===== src/enrd_pkg.sv =====
`timescale 1ns / 1ps
// ----------------------------------------------------------------------------
// enrd_pkg
// Shared types and constants of the note record deframer.
// ----------------------------------------------------------------------------
package enrd_pkg;

	localparam logic [2:0] ROLE_HEADER    = 3'd0;
	localparam logic [2:0] ROLE_NAME      = 3'd1;
	localparam logic [2:0] ROLE_NAME_PAD  = 3'd2;
	localparam logic [2:0] ROLE_DESC      = 3'd3;
	localparam logic [2:0] ROLE_DESC_PAD  = 3'd4;

	// Offset of the final header byte (header is 12 bytes)
	localparam logic [3:0] HDR_LAST = 4'd11;

	typedef struct packed {
		logic [7:0]  byte_value;
		logic [2:0]  byte_role;
		logic [31:0] field_offset;
		logic [31:0] note_index;
		logic        header_valid;
		logic [31:0] name_size;
		logic [31:0] desc_size;
		logic [31:0] note_type;
		logic        record_end;
		logic        section_end;
		logic        status;
	} result_t;

endpackage


===== src/elf_note_record_deframer.sv =====
`timescale 1ns / 1ps
// ----------------------------------------------------------------------------
// elf_note_record_deframer
// Splits the bytes of an ELF note section into records and tags every byte.
// ----------------------------------------------------------------------------
// Usage:
//   Input channel (in_valid / in_stall): one section byte per beat, with
//   last_byte set on the final byte of the section.
//   Output channel (out_valid / out_stall): one tagged beat per input beat,
//   in order: role, offset within the part, record index, header words,
//   record_end, section_end and a truncation status on the last byte.
//   Config channel (cfg_valid / cfg_ready): writes big_endian, the byte
//   order of the header words; cfg_ready is always high. Write it only
//   while no beats are in flight.
// Output register and throughput:
//   A beat accepted at an edge enters the output register at that edge,
//   or the skid register while a result is held. One beat per cycle is
//   sustained while out_stall is low; record counters advance per byte.
// Reset:
//   arst_n clears all record state, the output and skid stages, and sets
//   big_endian to little-endian.
// Backpressure:
//   When out_stall holds a pending result, one more beat is taken into a
//   skid register; in_stall then rises until the output drains.
// ----------------------------------------------------------------------------
module elf_note_record_deframer (
	input  logic        clk,
	input  logic        arst_n,
	// input beats
	input  logic        in_valid,
	output logic        in_stall,
	input  logic [7:0]  data_byte,
	input  logic        last_byte,
	// configuration
	input  logic        cfg_valid,
	output logic        cfg_ready,
	input  logic        big_endian,
	// output beats
	output logic        out_valid,
	input  logic        out_stall,
	output logic [7:0]  byte_value,
	output logic [2:0]  byte_role,
	output logic [31:0] field_offset,
	output logic [31:0] note_index,
	output logic        header_valid,
	output logic [31:0] name_size,
	output logic [31:0] desc_size,
	output logic [31:0] note_type,
	output logic        record_end,
	output logic        section_end,
	output logic        status
);

	logic              big_endian_q;
	logic              accept;
	logic              out_pop;
	logic              out_valid_q;
	logic              skid_valid_q;
	enrd_pkg::result_t res;
	enrd_pkg::result_t out_q;
	enrd_pkg::result_t skid_q;

	// config register: always ready
	assign cfg_ready = 1'b1;

	always_ff @(posedge clk or negedge arst_n) begin
		if (!arst_n) begin
			big_endian_q <= 1'b0;
		end else if (cfg_valid && cfg_ready) begin
			big_endian_q <= big_endian;
		end
	end

	// stall input only when the skid stage is occupied
	assign in_stall = skid_valid_q;
	assign accept   = in_valid && !in_stall;
	assign out_pop  = out_valid_q && !out_stall;

	enrd_tracker u_tracker (
		.clk        (clk),
		.arst_n     (arst_n),
		.accept     (accept),
		.data_byte  (data_byte),
		.last_byte  (last_byte),
		.big_endian (big_endian_q),
		.res        (res)
	);

	// output register with one skid entry behind it
	always_ff @(posedge clk or negedge arst_n) begin
		if (!arst_n) begin
			out_valid_q  <= 1'b0;
			skid_valid_q <= 1'b0;
		end else begin
			if (out_pop || !out_valid_q) begin
				// advance: skid first, else the fresh beat
				out_valid_q  <= skid_valid_q || accept;
				skid_valid_q <= 1'b0;
			end else if (accept) begin
				// hold output, park the new beat
				skid_valid_q <= 1'b1;
			end
		end
	end

	always_ff @(posedge clk) begin
		if (out_pop || !out_valid_q) begin
			out_q <= skid_valid_q ? skid_q : res;
		end
		if (accept && out_valid_q && !out_pop) begin
			skid_q <= res;
		end
	end

	assign out_valid    = out_valid_q;
	assign byte_value   = out_q.byte_value;
	assign byte_role    = out_q.byte_role;
	assign field_offset = out_q.field_offset;
	assign note_index   = out_q.note_index;
	assign header_valid = out_q.header_valid;
	assign name_size    = out_q.name_size;
	assign desc_size    = out_q.desc_size;
	assign note_type    = out_q.note_type;
	assign record_end   = out_q.record_end;
	assign section_end  = out_q.section_end;
	assign status       = out_q.status;

endmodule


===== src/enrd_tracker.sv =====
`timescale 1ns / 1ps
// ----------------------------------------------------------------------------
// enrd_tracker
// Record state of the deframer: header capture, part counters, record count.
// Produces the tagged result of the current byte and advances on accept.
// ----------------------------------------------------------------------------
module enrd_tracker (
	input  logic              clk,
	input  logic              arst_n,
	input  logic              accept,
	input  logic [7:0]        data_byte,
	input  logic              last_byte,
	input  logic              big_endian,
	output enrd_pkg::result_t res
);

	logic [2:0]  phase_q;
	logic [3:0]  hdr_cnt_q;
	logic [31:0] name_len_q;
	logic [31:0] desc_len_q;
	logic [31:0] rec_type_q;
	logic [31:0] left_q;
	logic [31:0] offs_q;
	logic [31:0] rec_cnt_q;

	logic        hdr;
	logic [31:0] cur_word;
	logic [31:0] put_word;
	logic [31:0] name_n;
	logic [31:0] desc_n;
	logic [31:0] type_n;
	logic        hvalid;
	logic [31:0] left_dec;
	logic        part_done;
	logic        found;
	logic [2:0]  nq;
	logic [31:0] nlen;
	logic        rend;

	// merge the incoming byte into the header word it belongs to
	always_comb begin
		hdr = (phase_q == enrd_pkg::ROLE_HEADER);
		case (hdr_cnt_q[3:2])
			2'd0:    cur_word = name_len_q;
			2'd1:    cur_word = desc_len_q;
			default: cur_word = rec_type_q;
		endcase
		if (big_endian) begin
			put_word = {cur_word[23:0], data_byte};
		end else begin
			put_word = cur_word | (32'(data_byte) << {hdr_cnt_q[1:0], 3'b000});
		end
		name_n = name_len_q;
		desc_n = desc_len_q;
		type_n = rec_type_q;
		if (hdr) begin
			case (hdr_cnt_q[3:2])
				2'd0:    name_n = put_word;
				2'd1:    desc_n = put_word;
				default: type_n = put_word;
			endcase
		end
	end

	// find the first non-empty part after the current one
	always_comb begin
		logic [31:0] lens [1:4];
		lens[1] = name_n;
		lens[2] = {30'd0, 2'(0 - name_n[1:0])};
		lens[3] = desc_n;
		lens[4] = {30'd0, 2'(0 - desc_n[1:0])};
		found = 1'b0;
		nq    = enrd_pkg::ROLE_HEADER;
		nlen  = '0;
		for (int i = 1; i <= 4; i++) begin
			if (!found && (i > int'(phase_q)) && (lens[i] != '0)) begin
				found = 1'b1;
				nq    = 3'(i);
				nlen  = lens[i];
			end
		end
	end

	assign hvalid    = hdr ? (hdr_cnt_q == enrd_pkg::HDR_LAST) : 1'b1;
	assign left_dec  = left_q - 32'd1;
	assign part_done = hdr ? hvalid : (left_dec == '0);
	assign rend      = part_done && !found;

	always_comb begin
		res.byte_value   = data_byte;
		res.byte_role    = phase_q;
		res.field_offset = hdr ? {28'd0, hdr_cnt_q} : offs_q;
		res.note_index   = rec_cnt_q;
		res.header_valid = hvalid;
		res.name_size    = hvalid ? name_n : '0;
		res.desc_size    = hvalid ? desc_n : '0;
		res.note_type    = hvalid ? type_n : '0;
		res.record_end   = rend;
		res.section_end  = last_byte;
		// a partial header at section end is dropped silently
		res.status       = last_byte && !rend && (!hdr || hvalid);
	end

	always_ff @(posedge clk or negedge arst_n) begin
		if (!arst_n) begin
			phase_q    <= enrd_pkg::ROLE_HEADER;
			hdr_cnt_q  <= '0;
			name_len_q <= '0;
			desc_len_q <= '0;
			rec_type_q <= '0;
			left_q     <= '0;
			offs_q     <= '0;
			rec_cnt_q  <= '0;
		end else if (accept) begin
			if (last_byte || rend) begin
				// clear record; restart count at section end
				phase_q    <= enrd_pkg::ROLE_HEADER;
				hdr_cnt_q  <= '0;
				name_len_q <= '0;
				desc_len_q <= '0;
				rec_type_q <= '0;
				left_q     <= '0;
				offs_q     <= '0;
				rec_cnt_q  <= last_byte ? '0 : rec_cnt_q + 32'd1;
			end else begin
				name_len_q <= name_n;
				desc_len_q <= desc_n;
				rec_type_q <= type_n;
				if (hdr) begin
					hdr_cnt_q <= hdr_cnt_q + 4'd1;
				end
				if (part_done) begin
					phase_q <= nq;
					left_q  <= nlen;
					offs_q  <= '0;
				end else if (!hdr) begin
					left_q <= left_dec;
					offs_q <= offs_q + 32'd1;
				end
			end
		end
	end

endmodule


===== config.mk =====
export PLATFORM = sky130hd
export DESIGN_NAME = elf_note_record_deframer
export DESIGN_NICKNAME = d
export VERILOG_FILES = /design/src/enrd_pkg.sv /design/src/elf_note_record_deframer.sv /design/src/enrd_tracker.sv
export SDC_FILE = /design/constraint.sdc
export NUM_CORES = 1
export LEC_CHECK = 0
export BUFFER_PORTS_ARGS = -buffer_cell sky130_fd_sc_hd__clkbuf_2
export CAP_MARGIN = 40
export CORE_MARGIN = 5
export CORE_UTILIZATION = 40
export DETAILED_ROUTE_END_ITERATION = 16
export GPL_ROUTABILITY_DRIVEN = 0
export GPL_TIMING_DRIVEN = 1
export REMOVE_ABC_BUFFERS = 1
export SETUP_SLACK_MARGIN = 0.1
export SLEW_MARGIN = 10
export SYNTH_ARGS = -nofsm -noshare
export SYNTH_HDL_FRONTEND = slang
export SYNTH_HIERARCHICAL = 1
export SYNTH_SLANG_ARGS = --single-unit

===== constraint.sdc =====
create_clock -name clk -period 6.07 [get_ports clk]
set_input_delay 0.9105 -clock clk [delete_from_list [all_inputs] [get_ports clk]]
set_output_delay 0.9105 -clock clk [all_outputs]
set_load 0.02 [all_outputs]

; ---- Word-level counts from Yosys, hierarchy flattened
; Index checks and enable logic that the tools add are counted.
[op_classes]
bitwise = 1
div = 0
order_cmp = 4
reduce_logical = 43
mux = 43
multipliers = 0
addsub = 6
shifts = 1
eq_ne = 3
[ops]
columns = cell, count
row1 = 32-bit two-way mux, 25
row2 = 175-bit two-way mux, 1
row3 = 32-bit by 1-bit adder with 32-bit output (second input constant), 2
row4 = 32-bit case mux with 2 select lines, 1
row5 = 32-bit nonzero test, 2
row6 = 32-bit zero test, 1
row7 = 32-bit OR, 1
row8 = 8-bit by 5-bit << shifter with 32-bit output, 1
row9 = 32-bit by 1-bit subtractor with 32-bit output (second input constant), 1
row10 = 1-bit logical AND, 14
row11 = 1-bit zero test, 10
row12 = 2-bit nonzero test, 5
row13 = 1-bit two-way mux, 9
row14 = 3-bit two-way mux, 3
row15 = 4-bit two-way mux, 2
row16 = 2-bit AND reduction, 4
row17 = 2-bit by 3-bit > comparator with 1-bit output (first input constant), 2
row18 = 4-bit by 1-bit adder with 4-bit output (second input constant), 1
row19 = 4-bit == test (second input constant), 1
row20 = 1-bit logical OR, 4
row21 = 2-bit two-way mux, 2
row22 = 1-bit by 2-bit subtractor with 2-bit output (first input constant), 2
row23 = 1-bit by 3-bit > comparator with 1-bit output (first input constant), 1
row24 = 3-bit > comparator (first input constant), 1
row25 = other kinds (5), 5
[totals]
ram_bits = 0
memories = 0
latch_bits = 0
output_inout_bits = 178
romBits = 0
ff_bits = 552

; ---- Logic depth before layout (Yosys ltp)
; Gate-level depths: netlist of run 1.
[logic_depth]
ltp_word = 27
depth_mapped = 22
mapped_depth_nobuf = 16

; ---- By module
; The synthesis of run 1 kept the hierarchy.
[modules_own_cells]
columns = module, area_each_um2, cells_per_inst, instances, seq_area_each_um2
row1 = enrd_tracker, 13908.3, 1661, 1, 4979.8
row2 = elf_note_record_deframer, 13180.1, 556, 1, 10585.2

; ---- Worst setup path before layout of run 1
; No wires, ideal clock.
[synth_path]
path_kind = register -> register
start = register skid_valid_q, in the netlist in_stall
end = register skid_q[0] in the netlist's numbering, enable pin
t_required_ns = 5.512
n_path_buf = 3
path_stages_with_launch = 5
arrival_ns = 5.047
setup_slack_ns = 0.465
cell_sequence = dfrtp_1 > buf_6 > buf_6 > buf_6 > and4b_1
[synth_via]
elab_chain_len = 4
[synth_lines]
columns = item, line
row1 = "start, declared", elf_note_record_deframer.sv:58  ; logic skid_valid_q;
row2 = "start signal, assigned", elf_note_record_deframer.sv:93  ; skid_valid_q <= 1'b0;
row3 = "start signal, assigned", elf_note_record_deframer.sv:98  ; skid_valid_q <= 1'b0;
row4 = "start signal, assigned", elf_note_record_deframer.sv:101  ; skid_valid_q <= 1'b1;
row5 = 1-bit zero test, elf_note_record_deframer.sv:76  ; assign accept = in_valid && !in_stall;
row6 = 1-bit logical AND, elf_note_record_deframer.sv:76
row7 = 1-bit logical AND (2 in a row), elf_note_record_deframer.sv:110  ; if (accept && out_valid_q && !out_pop) begin
row8 = "end signal, assigned", elf_note_record_deframer.sv:111  ; skid_q <= res;
row9 = "end, declared", elf_note_record_deframer.sv:61  ; enrd_pkg::result_t skid_q;
; Every way passes these cells.
; A chain may end at the register's enable or synchronous reset.

; ---- Worst setup path in the final report of run 1
[layout_path]
start = register u_tracker.hdr_cnt_q[2]
end = register u_tracker.rec_cnt_q[30]
[layout_via]
elab_chain_len = 25
[layout_lines]
columns = item, line
row1 = "start, declared", enrd_tracker.sv:18  ; logic [3:0] hdr_cnt_q;
row2 = "start signal, assigned", enrd_tracker.sv:130  ; hdr_cnt_q <= hdr_cnt_q + 4'd1;
row3 = 2-bit by 1-bit == test with 1-bit output or 2-bit zero test (tied branches), "enrd_tracker.sv:43, enrd_tracker.sv:57"
row4 = 32-bit case mux with 2 select lines, enrd_tracker.sv:43  ; case (hdr_cnt_q[3:2])
row5 = 32-bit OR, enrd_tracker.sv:51  ; put_word = cur_word | (32'(data_byte) << {hdr_cnt_q[1:0], 3'b000});
row6 = 32-bit two-way mux, enrd_tracker.sv:48  ; if (big_endian) begin
row7 = 32-bit two-way mux, enrd_tracker.sv:57  ; case (hdr_cnt_q[3:2])
row8 = 32-bit two-way mux, enrd_tracker.sv:56  ; if (hdr) begin
row9 = 32-bit nonzero test, enrd_tracker.sv:76  ; if (!found && (i > int'(phase_q)) && (lens[i] != '0)) begin
row10 = 1-bit logical AND, enrd_tracker.sv:76
row11 = [8 not listed], -
row12 = 1-bit two-way mux, enrd_tracker.sv:76
row13 = 1-bit zero test, enrd_tracker.sv:76
row14 = 1-bit logical AND (2 in a row), enrd_tracker.sv:76
row15 = 1-bit two-way mux, enrd_tracker.sv:76
row16 = 1-bit zero test, enrd_tracker.sv:87  ; assign rend = part_done && !found;
row17 = 1-bit logical AND (*), enrd_tracker.sv:87
row18 = 1-bit logical OR (*), enrd_tracker.sv:115  ; if (last_byte || rend) begin
row19 = 2-bit AND reduction (no source line) (*), -
row20 = "end signal, assigned", enrd_tracker.sv:124  ; rec_cnt_q <= last_byte ? '0 : rec_cnt_q + 32'd1;
row21 = "end, declared", enrd_tracker.sv:24  ; logic [31:0] rec_cnt_q;
; Mark *: on every way between the ends. The rest lies on a longest branch, timed or not.

==> results of run 1 <==
-- state kept, by name (all words and copies together) (netlist names), 3 cells and up --
signal and flops:
desc_size 32, note_type 32, u_tracker/desc_len_q 32, byte_role 3
u_tracker/hdr_cnt_q 4, name_size 32, byte_value 8, u_tracker/rec_cnt_q 32
u_tracker/name_len_q 32, u_tracker/left_q 32, u_tracker/offs_q 32, skid_q 175
u_tracker/phase_q 3, field_offset 32, u_tracker/rec_type_q 32, note_index 32
-- worst reg2reg max path, stage by stage, from the launching register on --
cell,delay [ns]
dfrtp_2,0.75
mux2_2,0.41
mux2i_1,0.20
nor2_1,0.06
a21oi_1,0.32
nand2_1,0.09
o21ai_0,0.21
ha_1,0.31
or4b_2,0.64
a2111oi_0,0.33
a31oi_1,0.13
nor2_1,0.17
o2111ai_1,0.22
a21oi_4,0.39
nand4_1,0.50
or4_1,0.64
a21oi_1,0.15
-- logic make-up after synthesis --
group                    after synthesis  share of synthesized area, %
AND/OR/NAND/NOR                      699                         13.10
flip-flops                           552                         57.46
AO/OA/AOI/OAI                        484                         12.97
multiplexers                         244                         11.31
buffers and inverters                193                         3.621
XOR/XNOR                              37                         1.196
adder cells (fa/ha/maj)                7                        0.3233
other                                  1                       0.01384
-- synthesized netlist by cell type, types with 7 or more instances --
| library cell | n |
|---|---|
| nor2b_1 | 13 |
| o2bb2ai_1 | 29 |
| buf_4 | 16 |
| clkbuf_1 | 80 |
| or3_1 | 15 |
| and4_1 | 8 |
| mux2i_1 | 55 |
| nor4_1 | 29 |
| a22o_1 | 53 |
| o211ai_1 | 26 |
| edfxtp_1 | 350 |
| dfrtp_1 | 202 |
| a221o_1 | 17 |
| a211oi_1 | 25 |
| and2_1 | 72 |
| o21ai_0 | 51 |
| inv_1 | 27 |
| buf_6 | 20 |
| nand3_1 | 42 |
| a22oi_1 | 13 |
| nand3b_1 | 9 |
| nand2_1 | 177 |
| nand4_1 | 26 |
| o31ai_1 | 29 |
| a31oi_1 | 15 |
| mux2_4 | 102 |
| o22ai_1 | 26 |
| or4_1 | 12 |
| buf_1 | 11 |
| ha_1 | 7 |
| xnor2_1 | 18 |
| xor2_1 | 19 |
| buf_2 | 36 |
| mux2_2 | 83 |
| nor3_1 | 39 |
| and3_1 | 20 |
| a21oi_1 | 111 |
| and3b_1 | 7 |
| nor2_1 | 183 |
| nand2b_1 | 14 |
-- power groups by stage --
stage	Clock, W	Sequential (W)	Combinational (W)
after floorplan	0	0.00557	0.00292
after global placement	0	0.00537	0.00505
after detailed placement	0	0.00539	0.00513
after CTS	0.00363	0.00532	0.00516
after global routing	0.00378	0.00540	0.00557
final	0.00353	0.00534	0.00528
-- final cells by class --
cell class                      instances  area, um2
Fill cell                            6073      36190
Sequential cell                       552      15570
Multi-Input combinational cell       1472      10630
Timing Repair Buffer                  272       1693
Clock buffer                           75       1558
Tap cell                              873       1092
Clock inverter                         35      319.1
Inverter                               29      108.9
-- final timing paths --
kind                                                        end  slack, ns  cells past startpoint
max                         u_tracker/rec_cnt_q[30]$_DFFE_PN0P_       0.47                     16
min                                        in_stall$_DFFE_PN0P_       0.08                      1
max reg2reg                 u_tracker/rec_cnt_q[30]$_DFFE_PN0P_       0.47                     16
min reg2reg                u_tracker/rec_type_q[10]$_DFFE_PN0P_       0.51                      1
max in group asynchronous    u_tracker/hdr_cnt_q[2]$_DFFE_PN0P_       4.53                      3
min in group clk           u_tracker/rec_type_q[10]$_DFFE_PN0P_       0.51                      1
-- layer usage --
metal / routed length, um / vias up / global-route usage, %
li1: - / 8717 / -
met1: 33110 / 9824 / 28.50
met2: 35630 / 1020 / 32.59
met3: 7204 / 238 / 4.904
met4: 3750 / 2 / 8.573
met5: 13 / - / 0
-- per-stage QoR --
step | power (W) | setup WS, ns | area, um2 | instances
3_3_place_gp | 0.01042 | 0.7923 | 28920 | 3190
2_1_floorplan | 0.008485 | -5.375 | 26220 | 2053
6_report | 0.01414 | 0.4677 | 30970 | 3308
5_1_grt | 0.01475 | 0.1711 | 30970 | 3308
4_1_cts | 0.01411 | 0.6094 | 30880 | 3305
3_5_place_dp | 0.01052 | 0.6650 | 29010 | 3195
==> impl_metrics.py, run 1 <==
metrics = {
    "cts": {
        "cts.sinks": 552,
        "cts_hold_buffers": 0,
        "cts_tree": "done",
        "cts_setup_buffers": 0,
        "clockRootBuffer": "clkbuf_16",
        "path_clk_slew_ns": 0.06,
        "cts_buffers": 59,
        "cts.path.max_buffers": 3,
        "htreeDepth": 2,
        "clk_latency_ns": 0.64,
        "cts_resized": 0,
    },
    "pwr": {
        "power_switching_w": 0.005661,
        "power_density_mw_per_mm2": 456.8,
        "pwr-share-seq_pct": 37.8,
        "p_int_w": 0.008484,
        "p_leak_nw": 12.31,
        "switching_share_pct": 40.02,
        "power_frac_comb_pct": 37.3,
        "clockPowerShare_pct": 24.9,
        "vdd_drop_max_mv": 0.3613,
    },
    "worst_setup_path": {
        "critPathLaunchType": "flip-flop",
        "end_kind": "flip-flop",
        "crit_family": "simple AND/OR/NAND/NOR gates",
        "crit_path_start": "u_tracker/hdr_cnt_q[2]$_DFFE_PN0P_",
        "path_max_fanout": 22,
        "crit_type": "reg -> reg",
        "cp_slowest_cell": "dfrtp_2",
        "required_ns": 6.61,
        "max_stage_delay_ns": 0.75,
        "cp_cell_sequence": "mux2_2, mux2i_1, nor2_1, a21oi_1, nand2_1, o21ai_0, ha_1, or4b_2, a2111oi_0, a31oi_1, nor2_1, o2111ai_1, a21oi_4, nand4_1, or4_1, a21oi_1",
        "critPathBufInv": 0,
        "r2r_start": "u_tracker/hdr_cnt_q[2]$_DFFE_PN0P_",
        "arrival_ns": 6.15,
    },
    "placed_design": {
        "numPortBuffers": 191,
        "hpwl_um": 54140,
    },
    "global_route": {
        "antenna_found_initial": 2,
        "first_global_vias": 19710,
        "grt_use_total_pct": 20.97,
        "grt-ovfl-total": 0,
        "grt_max_degree": 100,
        "grt_pass1_wl_um": 121700,
    },
    "sta": {
        "tightestPinTransition_ns": 0.9429,
        "setup_viol": 0,
        "rsz0062_at_grt": "false",
        "hold_slack_ns": 0.08412,
        "max_clock_freq_mhz": 178.5,
        "fin_crit_ns": 5.602,
        "drv_slew": 0,
        "final.setup.tns_ns": 0,
        "relSlewSlack_pct": 37.07,
        "finalCritPeriodShare_pct": 92.29,
        "finalHoldViolCount": 0,
        "skew_ns": 0.02067,
    },
    "die": {
        "coreArea_mm2": 0.06716,
        "die_area_mm2": 0.07302,
        "die_w_um": 270.2,
        "num_rows": 95,
        "initial_utilization_pct": 40.34,
        "ioPinCount": 193,
        "die_h_um": 270.2,
    },
    "route": {
        "first_pass_iters": 9,
        "wl_per_cell_um": 24.10,
        "via_per_inst": 5.986,
        "ant_nets": 0,
        "drcViolationCount": 0,
        "vias": 19800,
        "drt_iter0_drc": 2022,
        "wirelength_um": 79710,
    },
    "synth": {
        "synth_cell_types": 100,
        "avgSynthCellArea_um2": 12.22,
        "ys_ff_latch": 552,
        "async_flop_share_pct": 36.59,
        "seq_area_frac_synth_pct": 57.46,
        "synth_top_area_share_pct": 38.80,
        "netlist_area_mm2": 0.02709,
        "yosysWarnings": 6,
        "synthFlopType": "edfxtp_1",
        "synth_area_leaders": "edfxtp_1 39%, dfrtp_1 19%, mux2_4 5.7%, mux2_2 3.5%, nor2_1 2.5%",
        "synth_enable_flop_cells": 350,
        "synth.largest_area_cell": "edfxtp_1",
        "synthCells": 2217,
    },
    "cells_and_area": {
        "final_cell_mix": "350 x edfxtp_1, 200 x dfrtp_1, 190 x clkbuf_2",
        "postLayoutCoreUtil_pct": 46.11,
        "antenna_cells": 0,
        "layout_commonest_cell": "edfxtp_1",
        "nets": 2408,
        "syn_to_final_growth_pct": 14.32,
        "drive_above_1_share_pct": 24.35,
    },
    "run": {
        "drv_cap": 0,
    },
    "worst_hold_path": {
        "min_path_type": "in -> async",
    },
    "status": {
        "status": "finished, final reports clean",
    },
}
No activity file was read; power rests on OpenSTA's default activity.
==> inputs of run 2 (changes only) <==
CORE_MARGIN = default   (was 5)
==> impl_metrics.py, run 2 (synthesized netlist as in run 1, its figures left out) <==
metrics = {
    "status": {
        "status": "finished, final reports clean",
    },
    "route": {
        "drt_iter0_drc": 2319,
        "via_per_inst": 5.969,
        "ant_nets": 0,
        "drcViolationCount": 0,
        "wirelength_um": 79710,
        "vias": 19810,
        "first_pass_iters": 6,
        "wl_per_cell_um": 24.02,
    },
    "die": {
        "ioPinCount": 193,
        "die_area_mm2": 0.06876,
        "num_rows": 95,
        "initial_utilization_pct": 40.41,
        "die_w_um": 262.2,
        "coreArea_mm2": 0.06704,
        "die_h_um": 262.2,
    },
    "pwr": {
        "switching_share_pct": 39.82,
        "vdd_drop_max_mv": 0.3461,
        "power_switching_w": 0.005680,
        "power_density_mw_per_mm2": 457.9,
        "pwr-share-seq_pct": 37.8,
        "p_int_w": 0.008586,
        "power_frac_comb_pct": 37.0,
        "clockPowerShare_pct": 25.2,
        "p_leak_nw": 12.41,
    },
    "sta": {
        "rsz0062_at_grt": "false",
        "tightestPinTransition_ns": 1.043,
        "hold_slack_ns": 0.3301,
        "finalCritPeriodShare_pct": 86.87,
        "setup_viol": 0,
        "fin_crit_ns": 5.273,
        "skew_ns": 0.02871,
        "drv_slew": 0,
        "setup_ws_ns": 0.7969,
        "finalHoldViolCount": 0,
        "max_clock_freq_mhz": 189.6,
        "relSlewSlack_pct": 30.47,
    },
    "cells_and_area": {
        "finalInstanceArea_mm2": 0.03116,
        "fillCellCount": 6145,
        "postLayoutCoreUtil_pct": 46.47,
        "drive_above_1_share_pct": 24.69,
        "final_cell_mix": "350 x edfxtp_1, 200 x dfrtp_1, 190 x clkbuf_2",
        "stdcell_count": 3319,
        "largest_reg_flops": 175,
        "syn_to_final_growth_pct": 15.02,
        "antenna_cells": 0,
        "largest_register": "skid_q",
        "layout_commonest_cell": "edfxtp_1",
        "nets": 2417,
    },
    "worst_setup_path": {
        "arrival_ns": 5.84,
        "critPathLaunchType": "flip-flop",
        "crit_type": "reg -> reg",
        "required_ns": 6.63,
        "rr_worst_depth": 17,
        "path_max_fanout": 22,
        "end_kind": "flip-flop",
    },
    "cts": {
        "cts.sinks": 552,
        "clk_latency_ns": 0.65,
        "path_clk_slew_ns": 0.07,
        "htreeDepth": 2,
        "cts.path.max_buffers": 3,
        "cts_hold_buffers": 0,
        "cts_tree": "done",
        "clockRootBuffer": "clkbuf_16",
        "cts_setup_buffers": 0,
        "cts_buffers": 59,
        "cts_resized": 0,
    },
    "global_route": {
        "grt-ovfl-total": 0,
        "grt_max_degree": 176,
        "grt_use_total_pct": 22.94,
        "antenna_found_initial": 0,
        "first_global_vias": 19500,
        "grt_pass1_wl_um": 122900,
    },
    "worst_hold_path": {
        "min_path_type": "in -> async",
    },
    "placed_design": {
        "place_inst": 3206,
        "place_ws_ns": 0.9389,
        "place_area_mm2": 0.02918,
        "numPortBuffers": 191,
        "hpwl_um": 54220,
    },
    "run": {
        "drv_cap": 0,
    },
}
==> run 2: changes by cell type in the layout (fill, tap and decap cells not counted), sizes merged <==
cell / before / now
clkinv: 24 / 18
buf: 80 / 89
clkbuf: 266 / 281
bufinv: 4 / 1
inv: 32 / 30
clkinvlp: 4 / 2
==> run 2: worst paths after layout <==
| check | start | to | slack [ns] |
|---|---|---|---|
| max | u_tracker/hdr_cnt_q[2]$_DFFE_PN0P_ | u_tracker/rec_cnt_q[18]$_DFFE_PN0P_ | 0.80 |
| min | arst_n | out_valid$_DFFE_PN0P_ | 0.33 |
| max reg2reg | u_tracker/hdr_cnt_q[2]$_DFFE_PN0P_ | u_tracker/rec_cnt_q[18]$_DFFE_PN0P_ | 0.80 |
| min reg2reg | u_tracker/desc_len_q[27]$_DFFE_PN0P_ | u_tracker/desc_len_q[27]$_DFFE_PN0P_ | 0.52 |
| max in group asynchronous | arst_n | u_tracker/offs_q[12]$_DFFE_PN0P_ | 4.48 |
| min in group clk | u_tracker/desc_len_q[27]$_DFFE_PN0P_ | u_tracker/desc_len_q[27]$_DFFE_PN0P_ | 0.52 |
==> run 2: power groups by stage <==
stage / Clock, W / Sequential [W] / Combinational, W
after floorplan: 0 / 0.00557 / 0.00292
after CTS: 0.00368 / 0.00537 / 0.00517
final: 0.00360 / 0.00539 / 0.00527
after global routing: 0.00382 / 0.00545 / 0.00559
after global placement: 0 / 0.00542 / 0.00507
after detailed placement: 0 / 0.00543 / 0.00515
==> run 2: metal layers <==
layer | share of wire, % | routed length [um] | track usage [%]
met3 | 8.2 | 6575 | 4.656
met5 | 0 | 0 | 0
met2 | 46 | 36350 | 35.73
met1 | 42 | 33610 | 31.51
met4 | 4.0 | 3175 | 8.744
==> run 2: final cells by class <==
class | instances | area, um2 | area share, %
flip-flops and latches | 552 | 15570 | 49.97
inverters | 29 | 108.9 | 0.3494
repair buffers | 281 | 1807 | 5.799
well taps | 873 | 1092 | 3.506
clock inverters | 22 | 196.4 | 0.6305
clock buffers | 90 | 1755 | 5.634
multi-input cells | 1472 | 10630 | 34.11
==> run 2: critical path, stage by stage (launching register included) <==
cell,delay (ns)
dfrtp_2,0.79
mux2_2,0.40
mux2i_1,0.34
nor2_1,0.07
a21oi_1,0.27
nand2_1,0.09
o21ai_0,0.13
ha_1,0.27
or4b_2,0.61
a2111oi_0,0.29
a31oi_1,0.15
nor2_1,0.18
o2111ai_1,0.23
a21oi_4,0.24
nand4_1,0.36
buf_4,0.30
or3_1,0.31
a21oi_1,0.17
==> run 2: stage by stage <==
| stage | setup TNS (ns) | power (W) |
|---|---|---|
| global route | 0 | 0.01485 |
| global placement | 0 | 0.01049 |
| finish | 0 | 0.01427 |
| CTS | 0 | 0.01422 |
| detailed placement | 0 | 0.01058 |
| floorplan | -1287.48 | 0.008485 |
==> inputs of run 3 (changes only) <==
CELL_PAD_IN_SITES_DETAIL_PLACEMENT = 1   (was default)
CELL_PAD_IN_SITES_GLOBAL_PLACEMENT = 1   (was default)
PLACE_DENSITY_LB_ADDON = 0.1   (was default)
==> impl_metrics.py, run 3 (synthesized netlist as in run 1, its figures left out) <==
metrics = {
    "route": {
        "wirelength_um": 86230,
        "drt_iter0_drc": 1548,
        "vias": 19530,
        "drcViolationCount": 0,
        "via_per_inst": 5.894,
        "first_pass_iters": 5,
        "ant_nets": 0,
        "wl_per_cell_um": 26.02,
    },
    "global_route": {
        "grt_use_total_pct": 25.12,
        "grt_max_degree": 117,
        "grt-ovfl-total": 0,
        "first_global_vias": 20390,
        "antenna_found_initial": 0,
        "grt_pass1_wl_um": 132700,
    },
    "die": {
        "die_area_mm2": 0.06876,
        "num_rows": 95,
        "coreArea_mm2": 0.06704,
        "die_h_um": 262.2,
        "ioPinCount": 193,
        "die_w_um": 262.2,
        "initial_utilization_pct": 40.41,
    },
    "worst_setup_path": {
        "r2r_slack_ns": 0.88,
        "endpoint": "u_tracker/rec_type_q[21]$_DFFE_PN0P_",
        "critPathBufInv": 2,
        "path_max_fanout": 32,
        "critPathLaunchType": "flip-flop",
        "crit_type": "reg -> reg",
        "required_ns": 6.58,
        "crit_path_start": "u_tracker/hdr_cnt_q[2]$_DFFE_PN0P_",
        "max_stage_delay_ns": 0.62,
        "r2r_start": "u_tracker/hdr_cnt_q[2]$_DFFE_PN0P_",
        "cp_slowest_cell": "or4b_2",
        "cp_cell_sequence": "mux2_2, mux2i_1, nor2_1, a21oi_1, nand2_1, o21ai_0, ha_1, or4b_2, a2111oi_0, a31oi_1, nor2_1, o2111ai_1, a21oi_4, and2_1, buf_4, o31ai_4, buf_4, a22o_1",
        "path_depth": 18,
        "r2r-end": "u_tracker/rec_type_q[21]$_DFFE_PN0P_",
        "rr_worst_depth": 18,
        "arrival_ns": 5.70,
        "end_kind": "flip-flop",
        "crit_family": "compound AO/OA/AOI/OAI gates",
    },
    "placed_design": {
        "numPortBuffers": 191,
        "hpwl_um": 59800,
        "place_inst": 3198,
        "place_ws_ns": 1.029,
    },
    "sta": {
        "tightestPinTransition_ns": 1.103,
        "fin_crit_ns": 5.193,
        "relSlewSlack_pct": 26.44,
        "skew_ns": 0.02147,
        "finalCritPeriodShare_pct": 85.55,
        "max_clock_freq_mhz": 192.6,
        "finalHoldViolCount": 0,
        "rsz0062_at_grt": "false",
        "drv_slew": 0,
        "hold_slack_ns": 0.1925,
        "setup_viol": 0,
        "setup_ws_ns": 0.8774,
    },
    "cells_and_area": {
        "syn_to_final_growth_pct": 14.72,
        "regArea_mm2": 0.01557,
        "postLayoutCoreUtil_pct": 46.36,
        "largest_reg_flops": 175,
        "fillCellCount": 7060,
        "multi_input_area_mm2": 0.01062,
        "largest_register": "skid_q",
        "final_cell_mix": "350 x edfxtp_1, 200 x dfrtp_1, 190 x clkbuf_2",
        "layout_commonest_cell": "edfxtp_1",
        "stdcell_count": 3314,
        "nets": 2411,
        "drive_above_1_share_pct": 24.55,
    },
    "pwr": {
        "p_leak_nw": 12.38,
        "power_w": 0.01455,
        "power_density_mw_per_mm2": 468.2,
        "vdd_drop_max_mv": 0.2564,
    },
    "cts": {
        "cts_tree": "done",
        "cts_buffers": 60,
        "clockRootBuffer": "clkbuf_16",
        "cts_hold_buffers": 0,
        "htreeDepth": 2,
        "path_clk_slew_ns": 0.06,
        "cts_resized": 0,
        "cts.sinks": 552,
        "clk_latency_ns": 0.63,
        "cts.path.max_buffers": 3,
        "cts_setup_buffers": 0,
    },
    "status": {
        "status": "finished, final reports clean",
    },
    "run": {
        "drv_cap": 0,
    },
    "worst_hold_path": {
        "min_path_type": "in -> async",
    },
}
[run 3: per-layer routing]
metal  routed length [um]  global-route usage, %  up-vias
met4                 3542                  10.00        0
met3                 4640                  3.886      165
met2                40030                  40.35      569
met5                    0                      0        -
met1                38020                  34.10    10060
li1                     -                      -     8740
[run 3: per-stage QoR]
stage               cell area (um2)   TNS, ns
global placement              29000         0
detailed placement            29020         0
finish                        31080         0
floorplan                     26220  -1287.48
CTS                           31040         0
global route                  31070         0
[run 3: worst min-delay path by stage]
stage                                             start                             endpoint  slack [ns]  cells past startpoint
finish                                           arst_n                out_valid$_DFFE_PN0P_        0.19                      1
CTS                                              arst_n                 in_stall$_DFFE_PN0P_        0.18                      1
floorplan           u_tracker/rec_cnt_q[31]$_DFFE_PN0P_                skid_q[131]$_DFFE_PP_        0.46                      0
global placement    u_tracker/desc_len_q[2]$_DFFE_PN0P_  u_tracker/desc_len_q[2]$_DFFE_PN0P_        0.49                      2
global route                                     arst_n                 in_stall$_DFFE_PN0P_        0.19                      1
detailed placement  u_tracker/desc_len_q[2]$_DFFE_PN0P_  u_tracker/desc_len_q[2]$_DFFE_PN0P_        0.50                      2
[run 3: cell type report]
| cell class | instances | area share [%] |
|---|---|---|
| Clock inverter | 38 | 1.381 |
| Sequential cell | 552 | 50.10 |
| Timing Repair Buffer | 274 | 5.351 |
| Inverter | 29 | 0.3503 |
| Tap cell | 873 | 3.515 |
| Multi-Input combinational cell | 1472 | 34.18 |
| Clock buffer | 75 | 5.113 |
| Antenna cell | 1 | 0.008052 |
[run 3: power by group]
| part | total (W) | leakage [nW] | switching, W | internal, W |
|---|---|---|---|---|
| Combinational | 0.00541 | 5.19 | 0.00363 | 0.00177 |
| Clock | 0.00378 | 0.984 | 0.00154 | 0.00223 |
| Sequential | 0.00537 | 6.20 | 0.000639 | 0.00473 |
| Total | 0.0145 | 12.4 | 0.00581 | 0.00873 |
[run 3: worst register-to-register path: cells and delay by family, from the launching register on]
| kind | cells | cell delay [ns] |
|---|---|---|
| adders and majority gates | 1 | 0.31 |
| DFF | 1 | 0.51 |
| AOI/OAI and AO/OA | 8 | 1.72 |
| buffers and inverters | 2 | 0.50 |
| and+or+nand+nor | 5 | 1.32 |
| muxes | 2 | 0.71 |
